==> config.mk <==
export PLATFORM = sky130hd
export DESIGN_NAME = cau_prod
export DESIGN_NICKNAME = d
export VERILOG_FILES = /design/src/rtl/core/cau_pkg.sv /design/src/rtl/core/cau_prod.sv
export SDC_FILE = /design/constraint.sdc
export NUM_CORES = 2
export LEC_CHECK = 0
export BUFFER_PORTS_ARGS = -buffer_cell sky130_fd_sc_hd__buf_2
export CAP_MARGIN = 20
export CORE_ASPECT_RATIO = 0.7
export CORE_UTILIZATION = 55
export CTS_CLUSTER_SIZE = 28
export DETAILED_ROUTE_END_ITERATION = 8
export PLACE_DENSITY_LB_ADDON = 0.15
export RECOVER_POWER = 25
export SLEW_MARGIN = 20
export SYNTH_ARGS = -nofsm -noshare
export SYNTH_HDL_FRONTEND = slang
export SYNTH_SLANG_ARGS = --single-unit
==> constraint.sdc <==
create_clock -name clk -period 9.5 [get_ports clk]
set_input_delay 0.95 -clock clk [delete_from_list [all_inputs] [get_ports clk]]
set_output_delay 0.95 -clock clk [all_outputs]
set_load 0.005 [all_outputs]
==> src/rtl/core/cau_pkg.sv <==
// Shared types, operation codes and the saturation helper of the complex arithmetic unit.
// No dependencies; every other file in rtl/core uses this package.
`timescale 1ns / 1ps

package cau_pkg;

  localparam int DATA_W = 16;
  localparam int FRAC_W = 8;
  localparam int PROD_W = 2 * DATA_W;
  localparam int SUM_W  = PROD_W + 1;
  localparam int QUO_W  = DATA_W - 1;
  localparam int DEN_W  = PROD_W;
  localparam int REM_W  = DEN_W + QUO_W + 1;
  localparam int LAT    = QUO_W + 2;

  localparam logic [1:0] OP_ADD = 2'd0;
  localparam logic [1:0] OP_SUB = 2'd1;
  localparam logic [1:0] OP_MUL = 2'd2;
  localparam logic [1:0] OP_DIV = 2'd3;

  typedef struct packed {
    logic [1:0]               operation;
    logic signed [DATA_W-1:0] a_real;
    logic signed [DATA_W-1:0] a_imag;
    logic signed [DATA_W-1:0] b_real;
    logic signed [DATA_W-1:0] b_imag;
  } in_item_t;

  typedef struct packed {
    logic signed [DATA_W-1:0] result_real;
    logic signed [DATA_W-1:0] result_imag;
    logic                     divide_by_zero;
  } out_item_t;

  typedef struct packed {
    logic [1:0]               op;
    logic signed [PROD_W-1:0] p_rr;
    logic signed [PROD_W-1:0] p_ii;
    logic signed [PROD_W-1:0] p_ri;
    logic signed [PROD_W-1:0] p_ir;
    logic signed [PROD_W-1:0] sq_r;
    logic signed [PROD_W-1:0] sq_i;
    logic signed [DATA_W:0]   s_re;
    logic signed [DATA_W:0]   s_im;
    logic                     b_zero;
  } prod_t;

  typedef struct packed {
    logic [REM_W-1:0] rem;
    logic [QUO_W-1:0] quo;
    logic             neg;
    logic             sat;
  } lane_t;

  typedef struct packed {
    logic                     div;
    logic                     dz;
    logic [DEN_W-1:0]         den;
    lane_t                    re;
    lane_t                    im;
    logic signed [DATA_W-1:0] res_re;
    logic signed [DATA_W-1:0] res_im;
  } dpipe_t;

  function automatic logic signed [DATA_W-1:0] sat_data(input logic signed [SUM_W-1:0] v);
    logic signed [SUM_W-1:0] hi;
    logic signed [SUM_W-1:0] lo;
    hi = SUM_W'((64'sd1 <<< (DATA_W - 1)) - 64'sd1);
    lo = -SUM_W'(64'sd1 <<< (DATA_W - 1));
    if (v > hi) begin
      return {1'b0, {(DATA_W-1){1'b1}}};
    end else if (v < lo) begin
      return {1'b1, {(DATA_W-1){1'b0}}};
    end else begin
      return v[DATA_W-1:0];
    end
  endfunction

endpackage

==> src/rtl/core/cau_prod.sv <==
// First pipeline stage: the four cross products, the two divisor squares and add/subtract.
// Depends on cau_pkg.
`timescale 1ns / 1ps

module cau_prod (
  input  logic              clk,
  input  logic              rst_n,
  input  logic              acc,
  input  cau_pkg::in_item_t item,
  output logic              vld,
  output cau_pkg::prod_t    prod
);

  logic           vld_r;
  cau_pkg::prod_t prod_r;
  cau_pkg::prod_t prod_nxt;

  always_comb begin
    prod_nxt.op     = item.operation;
    prod_nxt.p_rr   = item.a_real * item.b_real;
    prod_nxt.p_ii   = item.a_imag * item.b_imag;
    prod_nxt.p_ri   = item.a_real * item.b_imag;
    prod_nxt.p_ir   = item.a_imag * item.b_real;
    prod_nxt.sq_r   = item.b_real * item.b_real;
    prod_nxt.sq_i   = item.b_imag * item.b_imag;
    if (item.operation == cau_pkg::OP_SUB) begin
      prod_nxt.s_re = {item.a_real[cau_pkg::DATA_W-1], item.a_real}
                    - {item.b_real[cau_pkg::DATA_W-1], item.b_real};
      prod_nxt.s_im = {item.a_imag[cau_pkg::DATA_W-1], item.a_imag}
                    - {item.b_imag[cau_pkg::DATA_W-1], item.b_imag};
    end else begin
      prod_nxt.s_re = {item.a_real[cau_pkg::DATA_W-1], item.a_real}
                    + {item.b_real[cau_pkg::DATA_W-1], item.b_real};
      prod_nxt.s_im = {item.a_imag[cau_pkg::DATA_W-1], item.a_imag}
                    + {item.b_imag[cau_pkg::DATA_W-1], item.b_imag};
    end
    prod_nxt.b_zero = (item.b_real == '0) && (item.b_imag == '0);
  end

  always_ff @(posedge clk) begin
    if (!rst_n) begin
      vld_r <= 1'b0;
    end else begin
      vld_r <= acc;
    end
  end

  always_ff @(posedge clk) begin
    prod_r <= prod_nxt;
  end

  assign vld  = vld_r;
  assign prod = prod_r;

endmodule

==> flow_summary_export.csv <==
group,metric,value,unit
status,status,"finished, violations left",
status,violations,"DRC, capacitance limit, slew limit",
synth,synthCells,6915,
cts,path_clk_slew,60,ps
cts,cts-htree-levels,1,
cts,ctsHoldBuffers,0,
cts,cts_tree,"yes",
synth,synthArstFlopShare,0,%
worst_hold_path,min-delay-start,"item[64]",
synth,yosys_warnings,0,
routing,wl_per_cell,19.4,microns
cts,clockBufferDepth,3,
routing,drc,26,
critical_path,startpoint_type,"primary input",
sta,drv_slew,91,
floorplanning,initial_core_util,55.6,%
placed_design,placed_cells,8529,
critical_path,cp-end-kind,"register",
synth,synth_top_family_by_area,"adder cells",
critical_path,crit_type,"primary input to register",
synth,synth_xor_area_share,3.76,%
critical_path,cp_common_cell,"fa_1",
sta,setup_viol,0,
critical_path,cp_num_buf_inv,5,
global_routing,grt_pass1_vias,47800,
global_routing,overflow,0,
sta,worst_pin_slew,2610,ps
synth,ys_seq_area_share,7.13,%
placed_design,gp_congestion,0.894,
critical_path,required,10040,ps
layout,syn2layout_area_growth,5.82,%
critical_path,crit_fanout,18,
critical_path,critPathSlowestCell,"clkinv_1",
routing,ant_nets,0,
routing,vias,45400,
routing,vias_per_cell,5.29,
global_routing,grt_max_degree,49,
routing,dr_wl_met3,14700,microns
routing,top_layer,"met5",
routing,drt-pass1-iter-count,8,
sta,fin_crit,8290,ps
layout,post-route-util,58.8,%
synth,netlist_area,0.0640,sq mm
synth,synthAdderAreaFrac,58.2,%
critical_path,slowest_delay,990,ps
synth,synth_edf_count,0,
floorplanning,die_x,410,microns
global_routing,antenna_found_initial,8,
synth,synth_compound_area_share,5.34,%
layout,nets,9158,
sta,hold_viol,0,
floorplanning,core_area,0.115,sq mm
floorplanning,rows,104,
routing,route.met2.wl,72000,microns
critical_path,path_cells,"clkbuf_1, clkinv_1, nand2_1, fa_1, fa_1, inv_1, fa_1, fa_1, fa_1, inv_1, fa_1, inv_1, ha_1, and3_1, and3_1, nand3_1, a31oi_1, a211oi_2, o31ai_1, a221o_1, a21oi_1, xnor2_1",
layout,drive_gt1_share,5.78,%
cts,cts_resized,0,
cts,post_cts_buffers,0,
cts,cts_root_buffer,"clkbuf_16",
critical_path,cp.arrival,8830,ps
routing,drt_iter0_drc,3379,
synth,synth_cell_types,88,
floorplanning,fp.dieArea,0.118,sq mm
synth,avgSynthCellArea,9.25,sq um
sta,period_share,87.3,%
sta,fmax,121,MHz
synth,synth-simple-area-share,13.1,%
routing,wl,167000,microns
layout,finalNonFillerCells,8580,
run,maxCapViolCount,2,
worst_hold_path,min_to,"prod[227]$_DFF_P_",
worst_hold_path,hold_depth,1,
sta,tns,0,ps
floorplanning,pin_count,299,
placed_design,dpl.hpwl,132000,microns
cts,numCtsBuffers,30,
sta,slew_headroom,-73.8,%
worst_hold_path,hold_class,"primary input to register",
synth,synth_mux_area_share,0.0782,%
sta,rsz0062_at_grt,"no",
critical_path,crit_family,"adder cells",
synth,ys_seq_elements,228,
synth,synth_flop_cell,"dfxtp_1",
global_routing,grt_pass1_wl,270000,microns
routing,met1_length,76700,microns
placed_design,numPortBuffers,296,
cts,cts.sinks,228,
floorplanning,die_h,287,microns
global_routing,track_usage,29.5,%
==> routing by layer <==
metal	vias to the layer above	global-route usage [%]
li1	20500	-
met1	23100	45.1
met2	1619	43.9
met3	153	5.63
met4	8	5.84
met5	-	0
==> through the flow <==
step	hold WS, ps	instance area (sq um)	setup WS (ps)
after floorplan	978	64000	2060
after global placement	1080	66800	1410
after detailed placement	1080	66800	1290
after CTS	343	67800	1980
after global routing	394	67700	716
final	424	67700	1210
==> how the worst max path moves through the flow <==
stage              from                end  slack [ps]  cells after the start
5_1_grt         item[0]   prod[65]$_DFF_P_         720                     22
3_3_place_gp    item[1]   prod[65]$_DFF_P_        1410                     20
6_report       item[48]  prod[162]$_DFF_P_        1210                     22
2_1_floorplan  item[31]   prod[95]$_DFF_P_        2060                     21
3_5_place_dp    item[1]   prod[65]$_DFF_P_        1290                     20
4_1_cts         item[1]   prod[65]$_DFF_P_        1980                     20
==> synth_stat cells (all sizes together), types with 5 or more instances <==
library cell | n | area [sq um]
o21ai | 76 | 380
a21o | 65 | 489
mux2i | 5 | 50.1
a211o | 10 | 87.6
o21a | 19 | 143
or2 | 14 | 87.6
and3 | 28 | 176
a221oi | 9 | 85.1
and2 | 533 | 3340
o41ai | 5 | 51.3
fa | 1516 | 30300
or4 | 5 | 41.3
nor2 | 240 | 901
a311oi | 6 | 52.6
a211oi | 29 | 223
nand4 | 8 | 50.1
nor3 | 58 | 295
xor2 | 55 | 482
a31o | 14 | 123
nand2b | 33 | 206
a21oi | 157 | 793
a2111oi | 7 | 86.3
or3 | 20 | 125
o311ai | 6 | 67.6
nand3 | 46 | 230
a31oi | 19 | 125
o211ai | 9 | 77.6
o31ai | 16 | 125
nand2 | 697 | 2620
clkinv | 9 | 33.8
nor4 | 10 | 77.6
a41oi | 5 | 51.3
xnor2 | 220 | 1930
dfxtp | 228 | 4560
clkbuf | 266 | 998
inv | 1809 | 6790
o21bai | 28 | 210
buf | 24 | 98.8
nor2b | 18 | 113
ha | 549 | 6870
==> area by class of cell <==
cell class	count	area, sq um
fillers	10200	47400
well taps	1537	1920
multi-input cells	4580	51500
clock buffers	34	786
repair buffers	366	1930
flip-flops and latches	228	4560
inverters	1818	6820
clock inverters	16	181
diodes	1	2.50
==> state kept, by name (all words and copies together) (netlist names) <==
name,flops
prod,227
vld,1
==> logic make-up (layout without fill, tap and decap cells) <==
logic type / count (synthesis) / count (layout)
AO/OA/AOI/OAI: 507 / 507
XOR/XNOR: 275 / 275
adder cells (fa/ha/maj): 2065 / 2065
buffers and inverters: 2108 / 2234
flip-flops: 228 / 228
multiplexers: 5 / 5
other: 1 / 3
AND/OR/NAND/NOR: 1726 / 1726
==> cell usage in the layout (no fill, tap or decap), types with 7 or more instances in the layout <==
cell	instances
a31o_2	13
dfxtp_1	228
inv_1	1808
xnor2_1	220
fa_1	1516
nand4_1	8
buf_2	237
o21a_1	19
nand2b_1	33
nand3_1	46
nor4_1	9
nor3_1	57
xor2_1	55
and3_1	27
and2_1	530
a21o_1	64
clkinv_1	9
o31ai_1	15
clkbuf_1	63
o211ai_1	7
a211o_1	10
nand2_1	697
nor2_1	240
or2_2	14
nor2b_1	17
a221oi_1	8
a211oi_1	28
o21bai_1	28
o21ai_0	72
ha_1	549
a21oi_1	155
or3_1	20
a31oi_1	18
clkbuf_16	30
buf_4	68
Power is not shown: default switching activity piles up to over one toggle a cycle in this logic, so the estimate is an artifact.
