`src/rtl/core/cau_pkg.sv`:
```
// Shared types, operation codes and the saturation helper of the complex arithmetic unit.
// No dependencies; every other file in rtl/core uses this package.
`timescale 1ns / 1ps

package cau_pkg;

  localparam int DATA_W = 16;
  localparam int FRAC_W = 8;
  localparam int PROD_W = 2 * DATA_W;
  localparam int SUM_W  = PROD_W + 1;
  localparam int QUO_W  = DATA_W - 1;
  localparam int DEN_W  = PROD_W;
  localparam int REM_W  = DEN_W + QUO_W + 1;
  localparam int LAT    = QUO_W + 2;

  localparam logic [1:0] OP_ADD = 2'd0;
  localparam logic [1:0] OP_SUB = 2'd1;
  localparam logic [1:0] OP_MUL = 2'd2;
  localparam logic [1:0] OP_DIV = 2'd3;

  typedef struct packed {
    logic [1:0]               operation;
    logic signed [DATA_W-1:0] a_real;
    logic signed [DATA_W-1:0] a_imag;
    logic signed [DATA_W-1:0] b_real;
    logic signed [DATA_W-1:0] b_imag;
  } in_item_t;

  typedef struct packed {
    logic signed [DATA_W-1:0] result_real;
    logic signed [DATA_W-1:0] result_imag;
    logic                     divide_by_zero;
  } out_item_t;

  typedef struct packed {
    logic [1:0]               op;
    logic signed [PROD_W-1:0] p_rr;
    logic signed [PROD_W-1:0] p_ii;
    logic signed [PROD_W-1:0] p_ri;
    logic signed [PROD_W-1:0] p_ir;
    logic signed [PROD_W-1:0] sq_r;
    logic signed [PROD_W-1:0] sq_i;
    logic signed [DATA_W:0]   s_re;
    logic signed [DATA_W:0]   s_im;
    logic                     b_zero;
  } prod_t;

  typedef struct packed {
    logic [REM_W-1:0] rem;
    logic [QUO_W-1:0] quo;
    logic             neg;
    logic             sat;
  } lane_t;

  typedef struct packed {
    logic                     div;
    logic                     dz;
    logic [DEN_W-1:0]         den;
    lane_t                    re;
    lane_t                    im;
    logic signed [DATA_W-1:0] res_re;
    logic signed [DATA_W-1:0] res_im;
  } dpipe_t;

  function automatic logic signed [DATA_W-1:0] sat_data(input logic signed [SUM_W-1:0] v);
    logic signed [SUM_W-1:0] hi;
    logic signed [SUM_W-1:0] lo;
    hi = SUM_W'((64'sd1 <<< (DATA_W - 1)) - 64'sd1);
    lo = -SUM_W'(64'sd1 <<< (DATA_W - 1));
    if (v > hi) begin
      return {1'b0, {(DATA_W-1){1'b1}}};
    end else if (v < lo) begin
      return {1'b1, {(DATA_W-1){1'b0}}};
    end else begin
      return v[DATA_W-1:0];
    end
  endfunction

endpackage

```
`src/rtl/core/cau_div_step.sv`:
```
// One registered step of the restoring divider: one quotient bit for each lane.
// Depends on cau_pkg.
`timescale 1ns / 1ps

module cau_div_step (
  input  logic            clk,
  input  logic            rst_n,
  input  logic            vld_in,
  input  cau_pkg::dpipe_t dp_in,
  output logic            vld_out,
  output cau_pkg::dpipe_t dp_out
);

  logic                        vld_r;
  cau_pkg::dpipe_t             dp_r;
  cau_pkg::dpipe_t             dp_nxt;
  logic [cau_pkg::REM_W-1:0]   dsh;
  logic [cau_pkg::REM_W-1:0]   r_re;
  logic [cau_pkg::REM_W-1:0]   r_im;
  logic                        b_re;
  logic                        b_im;

  // The divisor stays aligned to the top quotient bit; the remainder shifts up instead.
  always_comb begin
    dsh  = {{(cau_pkg::REM_W-cau_pkg::DEN_W-cau_pkg::QUO_W+1){1'b0}}, dp_in.den,
            {(cau_pkg::QUO_W-1){1'b0}}};
    b_re = dp_in.re.rem >= dsh;
    b_im = dp_in.im.rem >= dsh;
    r_re = b_re ? dp_in.re.rem - dsh : dp_in.re.rem;
    r_im = b_im ? dp_in.im.rem - dsh : dp_in.im.rem;
    dp_nxt        = dp_in;
    dp_nxt.re.rem = {r_re[cau_pkg::REM_W-2:0], 1'b0};
    dp_nxt.im.rem = {r_im[cau_pkg::REM_W-2:0], 1'b0};
    dp_nxt.re.quo = {dp_in.re.quo[cau_pkg::QUO_W-2:0], b_re};
    dp_nxt.im.quo = {dp_in.im.quo[cau_pkg::QUO_W-2:0], b_im};
  end

  always_ff @(posedge clk) begin
    if (!rst_n) begin
      vld_r <= 1'b0;
    end else begin
      vld_r <= vld_in;
    end
  end

  always_ff @(posedge clk) begin
    dp_r <= dp_nxt;
  end

  assign vld_out = vld_r;
  assign dp_out  = dp_r;

endmodule

```
`config.mk`:
```
export PLATFORM = sky130hd
export DESIGN_NAME = cau_div_step
export DESIGN_NICKNAME = d
export VERILOG_FILES = /design/src/rtl/core/cau_pkg.sv /design/src/rtl/core/cau_div_step.sv
export SDC_FILE = /design/constraint.sdc
export NUM_CORES = 1
export LEC_CHECK = 0
export BUFFER_PORTS_ARGS = -buffer_cell sky130_fd_sc_hd__buf_2
export CAP_MARGIN = 20
export CORE_MARGIN = 2
export CORE_UTILIZATION = 30
export CTS_BUF_LIST = sky130_fd_sc_hd__clkbuf_16
export CTS_CLUSTER_DIAMETER = 30
export DETAILED_ROUTE_END_ITERATION = 12
export PLACE_DENSITY = 0.53
export RECOVER_POWER = 100
export SKIP_CTS_REPAIR_TIMING = 1
export SYNTH_ARGS = -nofsm -noshare
export SYNTH_HDL_FRONTEND = slang
export SYNTH_SLANG_ARGS = --single-unit
export TNS_END_PERCENT = 1
```
`constraint.sdc`:
```
create_clock -name clk -period 4.93 [get_ports clk]
set_clock_uncertainty 0.05 [all_clocks]
set_input_delay 0 -clock clk [delete_from_list [all_inputs] [get_ports clk]]
set_output_delay 0 -clock clk [all_outputs]
set_load 0.01 [all_outputs]
```
==> impl_metrics.toml, run 1 <==
[outcome]
outcome = "completed"

[placed_design]
port_buffers = 391
hpwl_um = 23100
place_inst = 1629
place.gp.congestion = 0.868

[sta]
min_period_ps = 3970
final-hold-violation-count = 0
maxSlewHeadroom_pct = 7.33
max_freq_ghz = 0.252
slew_viol_final = 0
fin_tns_setup_ps = 0
worstMarginPinSlew_ps = 1390
finalCritPeriodShare_pct = 80.5
setup_viol = 0
rsz0062_at_grt = "no"

[grt]
grt_antenna_before_repair = 0
overflow = 0
grt_pass1_vias = 7285
grt_usage_pct = 18.5
grt_pass1_wl_um = 41000
grt_start_max_net_pins = 59

[yosys]
ys.flop_type = "dfxtp_1"
syn_area_um2 = 8330
yosysMostFrequentCell = "dfxtp_1"
synth_area_leaders = "dfxtp_1 (47%), ha_1 (9.6%), a21oi_1 (5.5%), nand2_1 (3.9%), xnor2_1 (3.8%)"
ys_top_cells_by_count = "dfxtp_1 (195), a21oi_1 (91), nand2_1 (87)"
synth_cells = 887
synth_edf_count = 0
ys_seq_area_share_pct = 46.9
synth_warnings = 0
ys_seq_elements = 195
yosysTopAreaCell = "dfxtp_1"
async_reset_ff_share_pct = 0
syn_avg_cell_area_um2 = 9.39
synth_top_area_share_pct = 46.9
synth_cell_types = 61

[setup_path]
cp-start-kind = "input port"
cp.required_ps = 5200
cp-startpoint = "dp_in[170]"
cp_max_fo = 33
crit_path_end_kind = "register"
crit_type = "in2reg"
endpoint = "dp_out[87]"
cp.arrival_ps = 4240

[floorplan]
chipWidth_um = 171
rows = 61
dieArea_um2 = 29100
fp.dieH_um = 171
initial_core_util_pct = 30.2
ioPinCount = 396
design.core.area_um2 = 27600

[cts]
cts.htree.levels = 4
clock_sinks = 195
clockBufferDepth = 2
cts.reportedPaths.clkPinSlew_ps = 80
root_buffer = "clkbuf_16"
cts_buffers = 17
cts_tree = "built"

[final_layout]
syn2layout_area_growth_pct = 53.3
stdcell_count = 1854
diodes = 0
final.fill_count = 2763
drive_above_1_share_pct = 12.9
fin_nets = 1730

[pwr]
p_per_area_nw_per_um2 = 328
leakage_nw = 5.47
ir_worst_vdd_v = 0.000181

[routing]
routed_via_density = 4.49
firstDrtPassIters = 5
ant_nets = 0
drc_errors = 0
dr_total_vias = 8329
drt_iter0_markers = 312
drt-total-wl_um = 29900
avgRoutedWirePerCell_um = 16.1

[job]
drv_cap = 0

[worst_hold_path]
min-delay-path-class = "in2reg"
-- through the flow --
stage               util [%]  area [um^2]  power, mW  worst slack (ps)  hold slack [ps]
floorplan                  -         8330       2.44              2430            -22.3
detailed placement      38.5        10600       2.85              1360             53.7
global route            46.3        12800       4.42               598              135
finish                  46.3        12800       4.19               959              125
CTS                     40.5        11200       4.17              1800             -405
global placement        38.5        10600       2.85              1390             52.0
-- worst min path at each step --
stage	endpoint	start	slack [ps]	depth (start not counted)
2_1_floorplan	dp_out[0]	dp_in[0]	-20	0
3_3_place_gp	dp_out[29]	dp_in[29]	50	1
3_5_place_dp	dp_out[4]	dp_in[4]	50	1
4_1_cts	dp_out[29]	dp_in[29]	-410	1
5_1_grt	dp_out[103]	dp_in[102]	130	2
6_report	dp_out[99]	dp_in[161]	120	2
-- cells in the final DEF, fill, tap and decap left out, drive strengths merged, types with 3 or more instances in the layout --
cell type and instances:
dfxtp 195, a2111oi 3, nand4 10, clkinv 6, a21oi 95, xnor2 36, xor2 19, dlygate4sd3 194
or4 3, and3 6, a211oi 12, o21a 13, mux2 11, inv 56, o211ai 8, a41oi 3
a21o 13, nand2b 7, and4 5, nand3 13, nor2 64, clkbuf 261, nor3 10, or3 3
buf 150, a31oi 8, ha 64, and2 3, nor4 10, o21bai 8, nor2b 5, o21ai 67
nand2 87
-- logic make-up after synthesis --
| family | after synthesis | share of synthesized area (%) |
|---|---|---|
| other | 1 | 0.0450 |
| buffers and inverters | 80 | 4.43 |
| AO/OA/AOI/OAI | 249 | 18.2 |
| adder cells (fa/ha/maj) | 66 | 10.1 |
| AND/OR/NAND/NOR | 229 | 12.6 |
| XOR/XNOR | 55 | 5.78 |
| multiplexers | 12 | 1.97 |
| flip-flops | 195 | 46.9 |
-- where the power goes --
group / switching [mW] / internal (mW) / total (mW)
combinational: 0.606 / 0.470 / 1.08
sequential: 0.0480 / 1.76 / 1.80
clock: 0.653 / 0.661 / 1.31
total: 1.31 / 2.89 / 4.19
-- critical path: stages --
cell and delay [ps]:
dlygate4sd3_1 530, clkbuf_1 140, inv_1 110, ha_1 400, and4_4 250, and3_1 190, a2111oi_4 570, o21a_1 250
o21ai_0 120, a21oi_2 1030, inv_1 270, mux2_2 360
-- per-layer routing --
layer	part of all wire [%]	track usage, %	up-vias
met5	0	0	-
met4	1.2	4.42	0
met3	5.1	3.68	15
met2	50	32.5	233
met1	44	23.2	3811
li1	-	-	4270
-- cell type report --
class / instances / area [um^2] / area share (%)
multi-input combinational: 613 / 4030 / 31.6
sequential: 195 / 3900 / 30.6
timing repair buffer: 588 / 3630 / 28.4
tap: 378 / 473 / 3.70
clock buffer: 17 / 425 / 3.33
inverter: 50 / 188 / 1.47
clock inverter: 13 / 121 / 0.951
-- state kept, by name, summed over array words and instances, names as in the netlist --
signal	count
dp_out	194
vld_out	1
(Power assumes the default switching activity.)
==> run 2: changes to the inputs <==
PLACE_DENSITY = 0.55   (was 0.53)
clock period = 3.54 ns   (was 4.93 ns; I/O delays follow)
==> run 2 against run 1 <==
Final cell count up 0.16%; sequential power is 39% higher; sequential share of layout area down 0.072 points; via count increased by 0.32%; routed wire length down 2.1%; die area unchanged; combinational power is 39% higher; clock power rose by 43%; critical endpoint is now dp_out[65]; largest cell class unchanged; largest power group unchanged.
==> impl_metrics.toml, run 2 (synthesis gave the netlist of run 1 again) <==
[final_layout]
fin_area_um2 = 12800
stdcell_count = 1857
final.fill_count = 2768
syn2layout_area_growth_pct = 53.6
finish.utilization_pct = 46.5
fin_nets = 1731
largest_reg_flops = 194
mostFrequentLayoutCells = "clkbuf_1 (238), dfxtp_1 (195), dlygate4sd3_1 (194), buf_2 (152), a21oi_1 (93)"
diodes = 0
drive_above_1_share_pct = 13.3
layout_commonest_cell = "clkbuf_1"

[sta]
max_freq_ghz = 0.307
rsz0062_at_grt = "no"
maxSlewHeadroom_pct = 60.8
slew_viol_final = 0
finalCritPeriodShare_pct = 92.0
fin_tns_setup_ps = 0
setup_viol = 0
worstMarginPinSlew_ps = 586
min_period_ps = 3260
final-hold-violation-count = 0
setup_slack_ps = 284
timing.hold.ws_ps = 70.6

[floorplan]
initial_core_util_pct = 30.2
design.core.area_um2 = 27600
fp.dieH_um = 171
ioPinCount = 396
dieArea_um2 = 29100
rows = 61
chipWidth_um = 171

[pwr]
pwr-share-clk_pct = 31.8
swShare_pct = 31.4
ir_worst_vdd_v = 0.000300
power.switching_mw = 1.85
p_per_area_nw_per_um2 = 459
pwr-share-seq_pct = 42.7
leakage_nw = 5.49
p_total_mw = 5.88
p_int_mw = 4.03
pwr-share-comb_pct = 25.5

[setup_path]
cp.arrival_ps = 3520
cp.required_ps = 3800
slowest_stage = "dlygate4sd3_1"
crit_path_end_kind = "register"
crit_type = "in2reg"
crit_buf_inv = 4
cpPeakStageDelay_ps = 520
path_cells = "dlygate4sd3_1, clkbuf_1, inv_1, ha_1, and4_4, and3_1, a2111oi_4, o21a_1, o21ai_1, a21oi_1, buf_12, mux2_1"
cp_top_family = "buffers and inverters"
cp-start-kind = "input port"
cp_max_fo = 56

[cts]
cts_tree = "built"
cts.htree.levels = 4
cts_buffers = 17
cts.reportedPaths.clkPinSlew_ps = 80
root_buffer = "clkbuf_16"
clock_sinks = 195
clockBufferDepth = 2

[placed_design]
place_area_um2 = 10600
place_inst = 1631
place.gp.congestion = 0.869
port_buffers = 391
pre_cts_ws_ps = 480
hpwl_um = 22100

[grt]
overflow = 0
grt_pass1_wl_um = 39400
grt_pass1_vias = 7168
grt_usage_pct = 17.8
grt_start_max_net_pins = 59
grt_antenna_before_repair = 0

[routing]
routed_via_density = 4.50
ant_nets = 0
drt-total-wl_um = 29300
dr_total_vias = 8356
avgRoutedWirePerCell_um = 15.8
drt_iter0_markers = 346
drc_errors = 0
firstDrtPassIters = 5

[outcome]
outcome = "completed"

[job]
drv_cap = 0

[worst_hold_path]
min-delay-path-class = "in2reg"
## run 2: cell types whose count changed in the layout (fill, tap and decap cells not counted), moves of 2 or more
cell,delta
clkbuf_1,-6
buf_2,+5
clkinv_4,-3
inv_6,+2
## run 2: layer usage
metal	GRT usage [%]	part of all wire (%)	vias to the layer above
met5	0	0	-
met4	7.13	3.0	0
met3	3.89	5.1	44
met2	30.8	49	250
met1	21.4	43	3792
li1	-	-	4270
## run 2: layout make-up
cell class	instances	area, um^2	area share, %
Multi-Input combinational cell	613	4030	31.4
Inverter	50	188	1.47
Tap cell	378	473	3.70
Sequential cell	195	3900	30.5
Clock buffer	17	425	3.32
Timing Repair Buffer	589	3640	28.5
Clock inverter	15	140	1.09
## run 2: worst paths after layout
kind | start | to | cells after the start
max | dp_in[171] | dp_out[65] | 12
min | dp_in[96] | dp_out[34] | 5
## run 2: power groups by stage
stage | Combinational (mW) | Clock, mW | Sequential (mW)
floorplan | 0.701 | 0 | 2.69
global placement | 1.42 | 0 | 2.54
detailed placement | 1.42 | 0 | 2.55
CTS | 1.43 | 1.93 | 2.50
global route | 1.66 | 2.02 | 2.53
finish | 1.50 | 1.87 | 2.51
==> run 3: changes to the inputs <==
HOLD_SLACK_MARGIN = 0.1   (was not set)
RECOVER_POWER = not set   (was 100)
==> run 3 against run 2 <==
Core utilization up 1.4 points; final cell count up 0.16%; highest routed layer unchanged; total power up 1.7%; sequential cell count unchanged; combinational power up 7%; sequential share of layout area down 0.89 points; via count down 0.11%; largest cell class unchanged; cell area up 3.0%; sequential power about the same; critical path type unchanged; die area unchanged; routed wire length down 0.52%.
==> impl_metrics.toml, run 3 (synthesis gave the netlist of run 1 again) <==
[outcome]
outcome = "completed"

[final_layout]
largest_reg_flops = 194
mostFrequentLayoutCells = "buf_2 (391), dlygate4sd3_1 (197), dfxtp_1 (195), a21oi_1 (91), nand2_1 (87)"
syn2layout_area_growth_pct = 58.3
fin_nets = 1734
diodes = 0
finish.utilization_pct = 47.8
drive_above_1_share_pct = 30.0
layout_commonest_cell = "buf_2"

[setup_path]
cp.arrival_ps = 3470
crit_type = "in2reg"
crit_path_end_kind = "register"
cpPeakStageDelay_ps = 520
cp_max_fo = 5
path_cells = "dlygate4sd3_1, buf_2, ha_1, inv_1, fa_1, a21oi_1, o211ai_1, a211oi_1, o21ai_1, a221o_1, a2111oi_0, a41oi_1, a31oi_1"
slowest_stage = "dlygate4sd3_1"
cp.required_ps = 3840
cp-start-kind = "input port"

[sta]
min_period_ps = 3170
worstMarginPinSlew_ps = 585
finalCritPeriodShare_pct = 89.5
setup_slack_ps = 372
max_freq_ghz = 0.316
final-hold-violation-count = 0
setup_viol = 0
maxSlewHeadroom_pct = 60.8
slew_viol_final = 0
fin_tns_setup_ps = 0
rsz0062_at_grt = "no"

[routing]
routed_via_density = 4.49
ant_nets = 0
drc_errors = 0
dr_total_vias = 8347
drt_iter0_markers = 338
firstDrtPassIters = 5
drt-total-wl_um = 29100
avgRoutedWirePerCell_um = 15.7

[cts]
cts.reportedPaths.clkPinSlew_ps = 70
cts.htree.levels = 4
root_buffer = "clkbuf_16"
cts_buffers = 17
clock_sinks = 195
clockBufferDepth = 2
cts_tree = "built"

[floorplan]
rows = 61
dieArea_um2 = 29100
ioPinCount = 396
fp.dieH_um = 171
chipWidth_um = 171
initial_core_util_pct = 30.2
design.core.area_um2 = 27600

[pwr]
ir_worst_vdd_v = 0.000301
leakage_nw = 6.21
p_per_area_nw_per_um2 = 454

[placed_design]
hpwl_um = 22100
port_buffers = 391
place.gp.congestion = 0.869
pre_cts_ws_ps = 480

[grt]
grt_usage_pct = 17.8
grt_antenna_before_repair = 0
grt_pass1_wl_um = 39400
grt_pass1_vias = 7168
overflow = 0
grt_start_max_net_pins = 59

[worst_hold_path]
min_from = "dp_in[111]"
hold_depth = 2
hold_end = "dp_out[112]"
min-delay-path-class = "in2reg"

[job]
drv_cap = 0
==> run 3: cell count changes in the layout (fill, tap and decap cells not counted), moves of 3 or more <==
cell | previous run | this run
mux2_4 | 0 | 8
o21ai_1 | 6 | 15
buf_2 | 152 | 391
clkbuf_1 | 238 | 0
o21ai_0 | 61 | 52
dlygate4sd3_1 | 194 | 197
mux2_1 | 9 | 1
==> run 3: stage by stage <==
step / power, mW / hold WS, ps / area [um^2] / cells
finish: 5.98 / 151 / 13200 / 1860
global route: 6.31 / 130 / 13200 / 1860
CTS: 5.86 / -412 / 11200 / 1663
detailed placement: 3.97 / 54.1 / 10600 / 1631
global placement: 3.96 / 52.4 / 10600 / 1631
floorplan: 3.39 / -22.3 / 8330 / 888
==> run 3: worst max path at each step <==
stage	depth (start not counted)	to	slack [ps]	from
2_1_floorplan	13	dp_out[130]	1040	dp_in[128]
3_3_place_gp	13	dp_out[137]	580	dp_in[128]
3_5_place_dp	12	dp_out[153]	480	dp_in[162]
4_1_cts	12	dp_out[153]	920	dp_in[162]
5_1_grt	14	dp_out[153]	140	dp_in[128]
6_report	13	dp_out[153]	370	dp_in[162]
==> run 3: per-layer routing <==
layer	vias up	wire [um]	GRT usage (%)
met5	-	0	0
met4	0	784	7.13
met3	40	1450	3.89
met2	225	14300	30.8
met1	3806	12600	21.4
li1	4276	-	-
==> run 3: area by class of cell <==
class,instances,area [um^2]
inverters,50,188
flip-flops and latches,195,3900
fillers,2622,14400
clock inverters,15,140
multi-input cells,613,4070
repair buffers,592,3980
clock buffers,17,425
well taps,378,473
==> run 3: critical path, delay by kind of cell <==
family / cells / cell delay [ps]
buf+inv: 3 / 730
fa+ha+maj: 2 / 570
compound gates: 8 / 2160
==> run 3: power by group <==
part	leakage [nW]	total, mW	internal (mW)	switching (mW)
clock	0.276	1.88	0.933	0.944
sequential	1.65	2.50	2.44	0.0563
combinational	4.29	1.60	0.754	0.849
total	6.21	5.98	4.13	1.85
