## config.mk

```make
export PLATFORM = sky130hd
export DESIGN_NAME = cau_prep
export DESIGN_NICKNAME = d
export VERILOG_FILES = /design/src/rtl/core/cau_pkg.sv /design/src/rtl/core/cau_prep.sv
export SDC_FILE = /design/constraint.sdc
export NUM_CORES = 1
export LEC_CHECK = 0
export BUFFER_PORTS_ARGS = -buffer_cell sky130_fd_sc_hd__buf_2
export CAP_MARGIN = 20
export CORE_MARGIN = 2
export CORE_UTILIZATION = 50
export DETAILED_ROUTE_END_ITERATION = 8
export PLACE_DENSITY_LB_ADDON = 0.12
export RECOVER_POWER = 100
export SYNTH_ARGS = -nofsm -noshare
export SYNTH_HDL_FRONTEND = slang
export SYNTH_SLANG_ARGS = --single-unit
```

## constraint.sdc

```tcl
create_clock -name vclk -period 9.3
set_input_delay 1.395 -clock vclk [all_inputs]
set_output_delay 1.395 -clock vclk [all_outputs]
set_load 0.02 [all_outputs]
```

## src/rtl/core/cau_pkg.sv

```systemverilog
// Shared types, operation codes and the saturation helper of the complex arithmetic unit.
// No dependencies; every other file in rtl/core uses this package.
`timescale 1ns / 1ps

package cau_pkg;

  localparam int DATA_W = 16;
  localparam int FRAC_W = 8;
  localparam int PROD_W = 2 * DATA_W;
  localparam int SUM_W  = PROD_W + 1;
  localparam int QUO_W  = DATA_W - 1;
  localparam int DEN_W  = PROD_W;
  localparam int REM_W  = DEN_W + QUO_W + 1;
  localparam int LAT    = QUO_W + 2;

  localparam logic [1:0] OP_ADD = 2'd0;
  localparam logic [1:0] OP_SUB = 2'd1;
  localparam logic [1:0] OP_MUL = 2'd2;
  localparam logic [1:0] OP_DIV = 2'd3;

  typedef struct packed {
    logic [1:0]               operation;
    logic signed [DATA_W-1:0] a_real;
    logic signed [DATA_W-1:0] a_imag;
    logic signed [DATA_W-1:0] b_real;
    logic signed [DATA_W-1:0] b_imag;
  } in_item_t;

  typedef struct packed {
    logic signed [DATA_W-1:0] result_real;
    logic signed [DATA_W-1:0] result_imag;
    logic                     divide_by_zero;
  } out_item_t;

  typedef struct packed {
    logic [1:0]               op;
    logic signed [PROD_W-1:0] p_rr;
    logic signed [PROD_W-1:0] p_ii;
    logic signed [PROD_W-1:0] p_ri;
    logic signed [PROD_W-1:0] p_ir;
    logic signed [PROD_W-1:0] sq_r;
    logic signed [PROD_W-1:0] sq_i;
    logic signed [DATA_W:0]   s_re;
    logic signed [DATA_W:0]   s_im;
    logic                     b_zero;
  } prod_t;

  typedef struct packed {
    logic [REM_W-1:0] rem;
    logic [QUO_W-1:0] quo;
    logic             neg;
    logic             sat;
  } lane_t;

  typedef struct packed {
    logic                     div;
    logic                     dz;
    logic [DEN_W-1:0]         den;
    lane_t                    re;
    lane_t                    im;
    logic signed [DATA_W-1:0] res_re;
    logic signed [DATA_W-1:0] res_im;
  } dpipe_t;

  function automatic logic signed [DATA_W-1:0] sat_data(input logic signed [SUM_W-1:0] v);
    logic signed [SUM_W-1:0] hi;
    logic signed [SUM_W-1:0] lo;
    hi = SUM_W'((64'sd1 <<< (DATA_W - 1)) - 64'sd1);
    lo = -SUM_W'(64'sd1 <<< (DATA_W - 1));
    if (v > hi) begin
      return {1'b0, {(DATA_W-1){1'b1}}};
    end else if (v < lo) begin
      return {1'b1, {(DATA_W-1){1'b0}}};
    end else begin
      return v[DATA_W-1:0];
    end
  endfunction

endpackage

```

## src/rtl/core/cau_prep.sv

```systemverilog
// Second stage logic: sums of products, final add/sub/multiply results and divider setup.
// Depends on cau_pkg; purely combinational, registered by the first divider step.
`timescale 1ns / 1ps

module cau_prep (
  input  cau_pkg::prod_t  prod,
  output cau_pkg::dpipe_t dp
);

  logic signed [cau_pkg::SUM_W-1:0] m_re;
  logic signed [cau_pkg::SUM_W-1:0] m_im;
  logic signed [cau_pkg::SUM_W-1:0] n_re;
  logic signed [cau_pkg::SUM_W-1:0] n_im;
  logic signed [cau_pkg::SUM_W-1:0] n_re_abs;
  logic signed [cau_pkg::SUM_W-1:0] n_im_abs;
  logic [cau_pkg::DEN_W-1:0]        mag_re;
  logic [cau_pkg::DEN_W-1:0]        mag_im;
  logic [cau_pkg::DEN_W-1:0]        den;

  always_comb begin
    m_re = {prod.p_rr[cau_pkg::PROD_W-1], prod.p_rr} - {prod.p_ii[cau_pkg::PROD_W-1], prod.p_ii};
    m_im = {prod.p_ri[cau_pkg::PROD_W-1], prod.p_ri} + {prod.p_ir[cau_pkg::PROD_W-1], prod.p_ir};
    n_re = {prod.p_rr[cau_pkg::PROD_W-1], prod.p_rr} + {prod.p_ii[cau_pkg::PROD_W-1], prod.p_ii};
    n_im = {prod.p_ir[cau_pkg::PROD_W-1], prod.p_ir} - {prod.p_ri[cau_pkg::PROD_W-1], prod.p_ri};
    n_re_abs = n_re[cau_pkg::SUM_W-1] ? -n_re : n_re;
    n_im_abs = n_im[cau_pkg::SUM_W-1] ? -n_im : n_im;
    mag_re   = n_re_abs[cau_pkg::DEN_W-1:0];
    mag_im   = n_im_abs[cau_pkg::DEN_W-1:0];
    den      = prod.sq_r[cau_pkg::DEN_W-1:0] + prod.sq_i[cau_pkg::DEN_W-1:0];

    dp.div = (prod.op == cau_pkg::OP_DIV);
    dp.dz  = (prod.op == cau_pkg::OP_DIV) && prod.b_zero;
    dp.den = den;

    // A quotient that reaches the top of the range is flagged to saturate; its divider result is not used.
    dp.re.rem = {{(cau_pkg::REM_W-cau_pkg::DEN_W-cau_pkg::FRAC_W){1'b0}}, mag_re,
                 {cau_pkg::FRAC_W{1'b0}}};
    dp.re.quo = '0;
    dp.re.neg = n_re[cau_pkg::SUM_W-1];
    dp.re.sat = {{(cau_pkg::QUO_W-cau_pkg::FRAC_W){1'b0}}, mag_re}
             >= {den, {(cau_pkg::QUO_W-cau_pkg::FRAC_W){1'b0}}};
    dp.im.rem = {{(cau_pkg::REM_W-cau_pkg::DEN_W-cau_pkg::FRAC_W){1'b0}}, mag_im,
                 {cau_pkg::FRAC_W{1'b0}}};
    dp.im.quo = '0;
    dp.im.neg = n_im[cau_pkg::SUM_W-1];
    dp.im.sat = {{(cau_pkg::QUO_W-cau_pkg::FRAC_W){1'b0}}, mag_im}
             >= {den, {(cau_pkg::QUO_W-cau_pkg::FRAC_W){1'b0}}};

    case (prod.op)
      cau_pkg::OP_MUL: begin
        dp.res_re = cau_pkg::sat_data(m_re >>> cau_pkg::FRAC_W);
        dp.res_im = cau_pkg::sat_data(m_im >>> cau_pkg::FRAC_W);
      end
      default: begin
        dp.res_re = cau_pkg::sat_data({{(cau_pkg::SUM_W-cau_pkg::DATA_W-1){prod.s_re[cau_pkg::DATA_W]}},
                                       prod.s_re});
        dp.res_im = cau_pkg::sat_data({{(cau_pkg::SUM_W-cau_pkg::DATA_W-1){prod.s_im[cau_pkg::DATA_W]}},
                                       prod.s_im});
      end
    endcase
  end

endmodule

```

==> results_dict.tcl, run 1 <==
set metrics [dict create \
    hold_path.class "in2out" \
    antenna_violations_before_repair 1 \
    synthesis.area_per_instance_sq_um 6.66 \
    instances_no_fill 2552 \
    areaGrowthSynthToFinish_pct 12.5 \
    leakagePower_nw 6.81 \
    seq_cells 0 \
    initial_core_util_pct 50.9 \
    max_cap_viol_count 0 \
    final_antenna_net_count 0 \
    placement.cell_area_sq_um 14600 \
    grt-ovfl-total 0 \
    numPlacedInstances 2550 \
    irDropWorstVdd_uv 77.0 \
    count_of_final_max_slew_check_failures 0 \
    worst_slack_ps 329 \
    fin_tns_setup_ps 0 \
    die_width_um 164 \
    die_y_um 164 \
    syn_area_sq_um 12800 \
    core.rowCount 58 \
    area_share_of_the_largest_cell_type_after_synthesis_pct 20.6 \
    cts_setup_buffers 0 \
    cts_hold_buffers 0 \
    via_per_inst 5.92 \
    io_pins 425 \
    crit_arrival_ps 7580 \
    clock.fmax_mhz 111 \
    multi_input_area_sq_um 11600 \
    resized_after_cts 0 \
    grt_setup_unrepaired "false" \
    hold_violations 0 \
    dp_slack_ps 519 \
    slew_hr_pct 24.8 \
    critical_path.max_fanout 11 \
    ys_types 91 \
    combined_global_route_utilization_of_all_metal_layers_pct 32.1 \
    cp-end-kind "output pin" \
    die-area_sq_um 26900 \
    whs_path_depth 4 \
    drive_above_1_share_pct 12.7 \
    yosysSeqAreaShare_pct 0 \
    hold_path.startpoint "prod[17]" \
    hold-path-endpoint "dp[15]" \
    grt_start_max_net_pins 19 \
    grt_first_pass_wirelength_um 70100 \
    synth_area_leader_cell "sky130_fd_sc_hd__ha_1" \
    synthesis.instances 1922 \
    number_of_failing_setup_endpoints_in_the_final_timing_report 0 \
    setup.worst_path.class "in2out" \
    drc 0 \
    period_needed_ps 8970 \
    power_density_nw_per_um2 118 \
    finalCritPeriodShare_pct 96.5 \
    synth-warning-count 0 \
    gp_congestion 0.983 \
    nets 2666 \
    cp_data_required_time_ps 7910 \
    io_buffer_count 363 \
    number_of_global_route_vias_before_repair 13387 \
    final-seq-area_sq_um 0 \
    finalWirelength_um 46400 \
    yosys-top-cells-area "sky130_fd_sc_hd__ha_1 21%, sky130_fd_sc_hd__a21oi_1 8.2%, sky130_fd_sc_hd__xnor2_1 8.0%" \
    clock_buffer_count 0 \
    crit_path_start_kind "primary input" \
    fillCellCount 2641 \
    place.detailed.hpwl_um 40300 \
    fin_area_sq_um 14400 \
    run_status "finished, final reports clean" \
    vias 15120 \
    transition_at_the_pin_with_the_smallest_max_transition_slack_ps 1120 \
    drtPass1Iterations 5 \
    detailedRoute.firstIterationViolations 1139 \
    core_area_sq_um 25200 \
    post_drt_wl_per_cell_um 18.2 \
]
==> area by class of cell <==
| cell class | instances | share of cell area [%] |
|---|---|---|
| Antenna cell | 1 | 0.0174 |
| Multi-Input combinational cell | 1678 | 80.8 |
| Inverter | 172 | 4.48 |
| Tap cell | 330 | 2.87 |
| Timing Repair Buffer | 371 | 11.9 |
==> critical path, stage by stage <==
cell	delay, ps
sky130_fd_sc_hd__buf_2	90
sky130_fd_sc_hd__inv_1	40
sky130_fd_sc_hd__ha_1	500
sky130_fd_sc_hd__inv_1	190
sky130_fd_sc_hd__a21oi_1	280
sky130_fd_sc_hd__o31ai_1	170
sky130_fd_sc_hd__a22oi_1	380
sky130_fd_sc_hd__nand2_1	190
sky130_fd_sc_hd__a311oi_1	590
sky130_fd_sc_hd__nand3_1	120
sky130_fd_sc_hd__or4b_1	650
sky130_fd_sc_hd__o31a_1	340
sky130_fd_sc_hd__o21ai_1	140
sky130_fd_sc_hd__xnor2_1	110
sky130_fd_sc_hd__ha_1	310
sky130_fd_sc_hd__nand2_1	50
sky130_fd_sc_hd__nor3_1	590
sky130_fd_sc_hd__o211ai_1	190
sky130_fd_sc_hd__nor4_1	800
sky130_fd_sc_hd__o31a_1	220
sky130_fd_sc_hd__clkbuf_2	200
==> cells in the mapped netlist (31+ instances only) <==
| library cell | n |
|---|---|
| sky130_fd_sc_hd__nor3_1 | 46 |
| sky130_fd_sc_hd__ha_1 | 211 |
| sky130_fd_sc_hd__o21ai_0 | 97 |
| sky130_fd_sc_hd__a21o_1 | 47 |
| sky130_fd_sc_hd__nand4_1 | 38 |
| sky130_fd_sc_hd__nand2_1 | 130 |
| sky130_fd_sc_hd__nand2b_1 | 39 |
| sky130_fd_sc_hd__a21oi_1 | 209 |
| sky130_fd_sc_hd__nor2_1 | 155 |
| sky130_fd_sc_hd__buf_4 | 62 |
| sky130_fd_sc_hd__nand3_1 | 37 |
| sky130_fd_sc_hd__o21a_1 | 31 |
| sky130_fd_sc_hd__xnor2_1 | 117 |
| sky130_fd_sc_hd__xor2_1 | 48 |
| sky130_fd_sc_hd__clkbuf_1 | 53 |
| sky130_fd_sc_hd__inv_1 | 171 |
==> metal layers <==
layer | track usage, % | wire length [um] | vias up
met5 | 0 | 0 | -
met4 | 8.17 | 1350 | 0
met3 | 3.26 | 3750 | 62
met2 | 51.9 | 20100 | 641
met1 | 45.5 | 21100 | 6960
li1 | - | - | 7457
==> report_power, final <==
group             total, mW  internal [mW]  switching (mW)
sequential                0              0               0
clock          0.0000000144   0.0000000144               0
combinational          1.70          0.575            1.13
==> per-stage QoR <==
step	util (%)	hold WS, ps	total power [mW]
after floorplan	-	2960	1.19
after global placement	57.9	3130	1.69
after detailed placement	57.9	3130	1.71
after CTS	57.9	3140	1.72
after global routing	57.2	3160	1.86
final	57.2	3140	1.70
==> cell usage in the layout, fill, tap and decap left out, drive strengths merged, types with 7 or more instances in the layout <==
cell	instances
nand3	37
nor3	47
a221oi	7
nor2b	27
o21a	31
and3	12
or2	15
conb	62
nor3b	8
a21o	47
and2	13
o211ai	12
o311ai	11
a211oi	15
xor2	49
nand4	38
clkbuf	130
inv	172
a31oi	20
o22ai	21
buf	241
and4	12
o21ai	105
o31ai	30
nor4	30
a21boi	8
xnor2	118
o21bai	19
nand2	130
nor2	155
ha	211
or3	17
a2111oi	8
nand2b	39
a21oi	209
a211o	10
==> kinds of logic after synthesis <==
family	count (synthesis)	synth area share, %
AOI/OAI and AO/OA	619	31.3
and+or+nand+nor	610	24.6
buffers and inverters	305	10.9
adders and majority gates	214	21.1
xor gates and xnor gates	167	11.5
muxes	6	0.488
other	1	0.0293
==> worst max-delay path by stage <==
stage | startpoint | slack (ps) | endpoint | cells after the start
4_1_cts | prod[175] | 490 | dp[97] | 21
3_5_place_dp | prod[163] | 520 | dp[97] | 19
3_3_place_gp | prod[163] | 570 | dp[97] | 19
5_1_grt | prod[175] | 70 | dp[97] | 21
6_report | prod[175] | 330 | dp[97] | 21
2_1_floorplan | prod[138] | 1450 | dp[32] | 24
Note: power is estimated with default switching activity, not from simulation.
==> run 2: changes to the inputs <==
--- a/config.mk
+++ b/config.mk
@@ -12,6 +12,7 @@
 export DETAILED_ROUTE_END_ITERATION = 8
 export PLACE_DENSITY_LB_ADDON = 0.12
 export RECOVER_POWER = 100
+export REMOVE_ABC_BUFFERS = 1
 export SYNTH_ARGS = -nofsm -noshare
 export SYNTH_HDL_FRONTEND = slang
 export SYNTH_SLANG_ARGS = --single-unit
==> results_dict.tcl, run 2 (synthesis results as in run 1) <==
set metrics [dict create \
    final-seq-area_sq_um 0 \
    cts_setup_buffers 0 \
    layout.core_utilization_pct 57.2 \
    grt-ovfl-total 0 \
    initial_core_util_pct 50.9 \
    drive_above_1_share_pct 12.9 \
    cts_hold_buffers 0 \
    seq_cells 0 \
    grt_setup_unrepaired "false" \
    gp_congestion 0.966 \
    num_antenna_cells 0 \
    timing.critical_path.slowest_stage_cell "sky130_fd_sc_hd__or4b_1" \
    irDropWorstVdd_uv 73.4 \
    slowest_delay_ps 670 \
    layout_commonest_cell "sky130_fd_sc_hd__buf_2" \
    die_width_um 164 \
    cp-end-kind "output pin" \
    hold_violations 0 \
    mostFrequentLayoutCells "244 x sky130_fd_sc_hd__buf_2, 211 x sky130_fd_sc_hd__ha_1, 209 x sky130_fd_sc_hd__a21oi_1" \
    instances_no_fill 2553 \
    drc 0 \
    crit_path_start_kind "primary input" \
    global_route.usage.met3_pct 3.84 \
    drtPass1Iterations 5 \
    detailedRoute.firstIterationViolations 1069 \
    resized_after_cts 0 \
    met1_track_usage_gr_pct 39.5 \
    power_density_nw_per_um2 117 \
    final_antenna_net_count 0 \
    period_needed_ps 8840 \
    antenna_violations_before_repair 3 \
    combined_global_route_utilization_of_all_metal_layers_pct 31.5 \
    cp_data_required_time_ps 7910 \
    critical_path.n_buffers_inverters 3 \
    count_of_final_max_slew_check_failures 0 \
    worst_path_dominant_cell_family "simple AND/OR/NAND/NOR gates" \
    numPlacedInstances 2551 \
    clock_buffer_count 0 \
    areaGrowthSynthToFinish_pct 12.5 \
    nets 2668 \
    critical_path.max_fanout 6 \
    io_pins 425 \
    io_buffer_count 363 \
    path_common_cell "sky130_fd_sc_hd__buf_2" \
    grt_util_met2_pct 54.5 \
    top_usage_layer "met2" \
    vias 15049 \
    timing.hold.ws_ps 3130 \
    via_per_inst 5.89 \
    leakagePower_nw 6.83 \
    grt_start_max_net_pins 21 \
    crit_arrival_ps 7450 \
    max_cap_viol_count 0 \
    finalCritPeriodShare_pct 95.1 \
    slew_hr_pct 38.7 \
    setup.worst_path.class "in2out" \
    number_of_failing_setup_endpoints_in_the_final_timing_report 0 \
    hold_path.class "in2out" \
    number_of_global_route_vias_before_repair 13798 \
    die-area_sq_um 26900 \
    post_drt_wl_per_cell_um 17.6 \
    fin_tns_setup_ps 0 \
    fillCellCount 2689 \
    finalWirelength_um 45000 \
    grt_first_pass_wirelength_um 69500 \
    place.detailed.hpwl_um 39400 \
    clock.fmax_mhz 113 \
    core.rowCount 58 \
    die_y_um 164 \
    path_cells "buf_2 -> ha_1 -> fa_1 -> xor2_1 -> nand3_1 -> or4_1 -> nor4_2 -> nand4_1 -> or4b_1 -> o31a_1 -> o21ai_1 -> xnor2_1 -> ha_1 -> nand2_1 -> nor3_1 -> o211ai_1 -> nor4_1 -> buf_2 -> o31a_1 -> buf_2" \
    core_area_sq_um 25200 \
    run_status "finished, final reports clean" \
    transition_at_the_pin_with_the_smallest_max_transition_slack_ps 914 \
]
==> run 2: cell types whose count changed in the layout (fill, tap and decap cells not counted), sizes merged <==
cell / before / now
buf: 241 / 248
clkbuf: 130 / 125
diode: 1 / 0
==> run 2: area by class of cell <==
| cell class | count | area [sq um] | share of cell area, % |
|---|---|---|---|
| inverters | 172 | 646 | 4.48 |
| multi-input cells | 1678 | 11600 | 80.7 |
| well taps | 330 | 413 | 2.87 |
| repair buffers | 373 | 1720 | 11.9 |
==> run 2: worst paths after layout <==
path | startpoint | depth (start not counted) | end
setup / recovery | prod[163] | 20 | dp[97]
hold / removal | prod[17] | 4 | dp[15]
==> run 2: metrics by stage <==
step	power [mW]	instance area [sq um]	setup WS [ps]
floorplan	1.17	12300	1510
global placement	1.68	14600	185
detailed placement	1.69	14600	619
CTS	1.70	14600	594
global route	1.84	14400	84.8
finish	1.68	14400	457
==> run 2: where the power goes <==
| group | switching (mW) | leakage, nW | internal (mW) | total, mW |
|---|---|---|---|---|
| clock | 0 | 0 | 0 | 0 |
| combinational | 1.10 | 6.83 | 0.577 | 1.68 |
| sequential | 0 | 0 | 0 | 0 |
==> run 2: per-layer routing <==
layer  vias up  part of all wire, %
li1       7448                    -
met1      6941                   42
met2       572                   46
met3        84                  7.1
met4         4                  4.4
met5         -                0.051
==> run 3: changes to the inputs <==
--- a/config.mk
+++ b/config.mk
@@ -5,6 +5,7 @@
 export SDC_FILE = /design/constraint.sdc
 export NUM_CORES = 1
 export LEC_CHECK = 0
+export ABC_CLOCK_PERIOD_IN_PS = 8900
 export BUFFER_PORTS_ARGS = -buffer_cell sky130_fd_sc_hd__buf_2
 export CAP_MARGIN = 20
 export CORE_MARGIN = 2
==> constraint.sdc (replaced) <==
create_clock -name vclk -period 8.9
set_input_delay 1.335 -clock vclk [all_inputs]
set_output_delay 1.335 -clock vclk [all_outputs]
set_load 0.02 [all_outputs]
==> results_dict.tcl, run 3 (synthesis results as in run 1) <==
set metrics [dict create \
    max_cap_viol_count 0 \
    numPlacedInstances 2553 \
    critical_path.max_fanout 13 \
    drc 0 \
    p_total_mw 1.76 \
    core_area_sq_um 25200 \
    slowest_delay_ps 650 \
    transition_at_the_pin_with_the_smallest_max_transition_slack_ps 1090 \
    grt_setup_unrepaired "false" \
    nets 2669 \
    run_status "finished, final reports clean" \
    resized_after_cts 0 \
    mostFrequentLayoutCells "239 x sky130_fd_sc_hd__buf_2, 211 x sky130_fd_sc_hd__ha_1, 209 x sky130_fd_sc_hd__a21oi_1" \
    cp_data_required_time_ps 7570 \
    irDropWorstVdd_uv 86.7 \
    combined_global_route_utilization_of_all_metal_layers_pct 31.4 \
    slew_hr_pct 26.8 \
    place.detailed.hpwl_um 39300 \
    io_buffer_count 363 \
    antenna_violations_before_repair 2 \
    power_density_nw_per_um2 122 \
    path_common_cell "sky130_fd_sc_hd__o31a_1" \
    detailedRoute.firstIterationViolations 1022 \
    final_antenna_net_count 0 \
    initial_core_util_pct 50.9 \
    cts_hold_buffers 0 \
    final-seq-area_sq_um 0 \
    drtPass1Iterations 7 \
    cts_setup_buffers 0 \
    clock_buffer_count 0 \
    vias 15054 \
    die_width_um 164 \
    seq_cells 0 \
    setup.worst_path.class "in2out" \
    grt_start_max_net_pins 18 \
    clock.fmax_mhz 118 \
    die-area_sq_um 26900 \
    core.rowCount 58 \
    instances_no_fill 2555 \
    hold_path.class "in2out" \
    period_needed_ps 8470 \
    path_cells "buf_2 -> inv_1 -> ha_1 -> nor3_1 -> nand4_1 -> a211oi_1 -> o31a_1 -> nor2_1 -> xnor2_1 -> o311ai_0 -> or4b_1 -> o31a_1 -> o21ai_1 -> xnor2_1 -> ha_1 -> nand2_1 -> nor3_1 -> o211ai_1 -> nor4_1 -> clkbuf_2 -> o31a_1 -> buf_2" \
    post_drt_wl_per_cell_um 17.6 \
    critical_path.n_buffers_inverters 4 \
    dp_slack_ps 434 \
    drive_above_1_share_pct 12.9 \
    number_of_failing_setup_endpoints_in_the_final_timing_report 0 \
    hold_violations 0 \
    crit_path_start_kind "primary input" \
    timing.critical_path.slowest_stage_cell "sky130_fd_sc_hd__or4b_1" \
    die_y_um 164 \
    count_of_final_max_slew_check_failures 0 \
    gp_congestion 0.945 \
    io_pins 425 \
    grt-ovfl-total 0 \
    finalWirelength_um 45000 \
    leakagePower_nw 6.83 \
    timing.hold.ws_ps 3020 \
    number_of_global_route_vias_before_repair 13855 \
    crit_arrival_ps 7130 \
    worst_path_dominant_cell_family "simple AND/OR/NAND/NOR gates" \
    finalCritPeriodShare_pct 95.2 \
    worst_slack_ps 431 \
    grt_first_pass_wirelength_um 69600 \
    areaGrowthSynthToFinish_pct 12.6 \
    layout_commonest_cell "sky130_fd_sc_hd__buf_2" \
    cp-end-kind "output pin" \
    via_per_inst 5.89 \
]
[run 3: changes by cell type in the layout (fill, tap and decap cells not counted), sizes merged]
cell / before / now
clkbuf: 125 / 130
buf: 248 / 244
diode: 0 / 1
[run 3: where the power goes]
group	internal [mW]	total [mW]	switching (mW)
Combinational	0.605	1.76	1.15
Sequential	0	0	0
Clock	0.0000000150	0.0000000150	0
Total	0.605	1.76	1.15
[run 3: final timing paths]
check  startpoint  endpoint  slack [ps]  cells after the start
max     prod[174]    dp[97]         430                     22
min      prod[17]    dp[15]        3020                      4
[run 3: layout make-up]
type	instances	area, sq um
Tap cell	330	413
Inverter	172	646
Antenna cell	1	2.50
Fill cell	2613	10800
Timing Repair Buffer	374	1720
Multi-Input combinational cell	1678	11600
[run 3: metal layers]
layer,global-route usage [%],up-vias,routed length (um),share of wire (%)
li1,-,7452,-,-
met1,40.1,6961,19400,43
met2,56.7,565,21200,47
met3,2.65,74,2940,6.5
met4,7.78,2,1430,3.2
met5,0,-,13,0.029
[run 3: through the flow]
stage                     util (%)  TNS, ps  area [sq um]
after CTS                     57.9        0         14600
final                         57.3        0         14400
after floorplan                  -        0         12300
after detailed placement      57.9        0         14600
after global placement        57.9     -156         14600
after global routing          57.3        0         14400
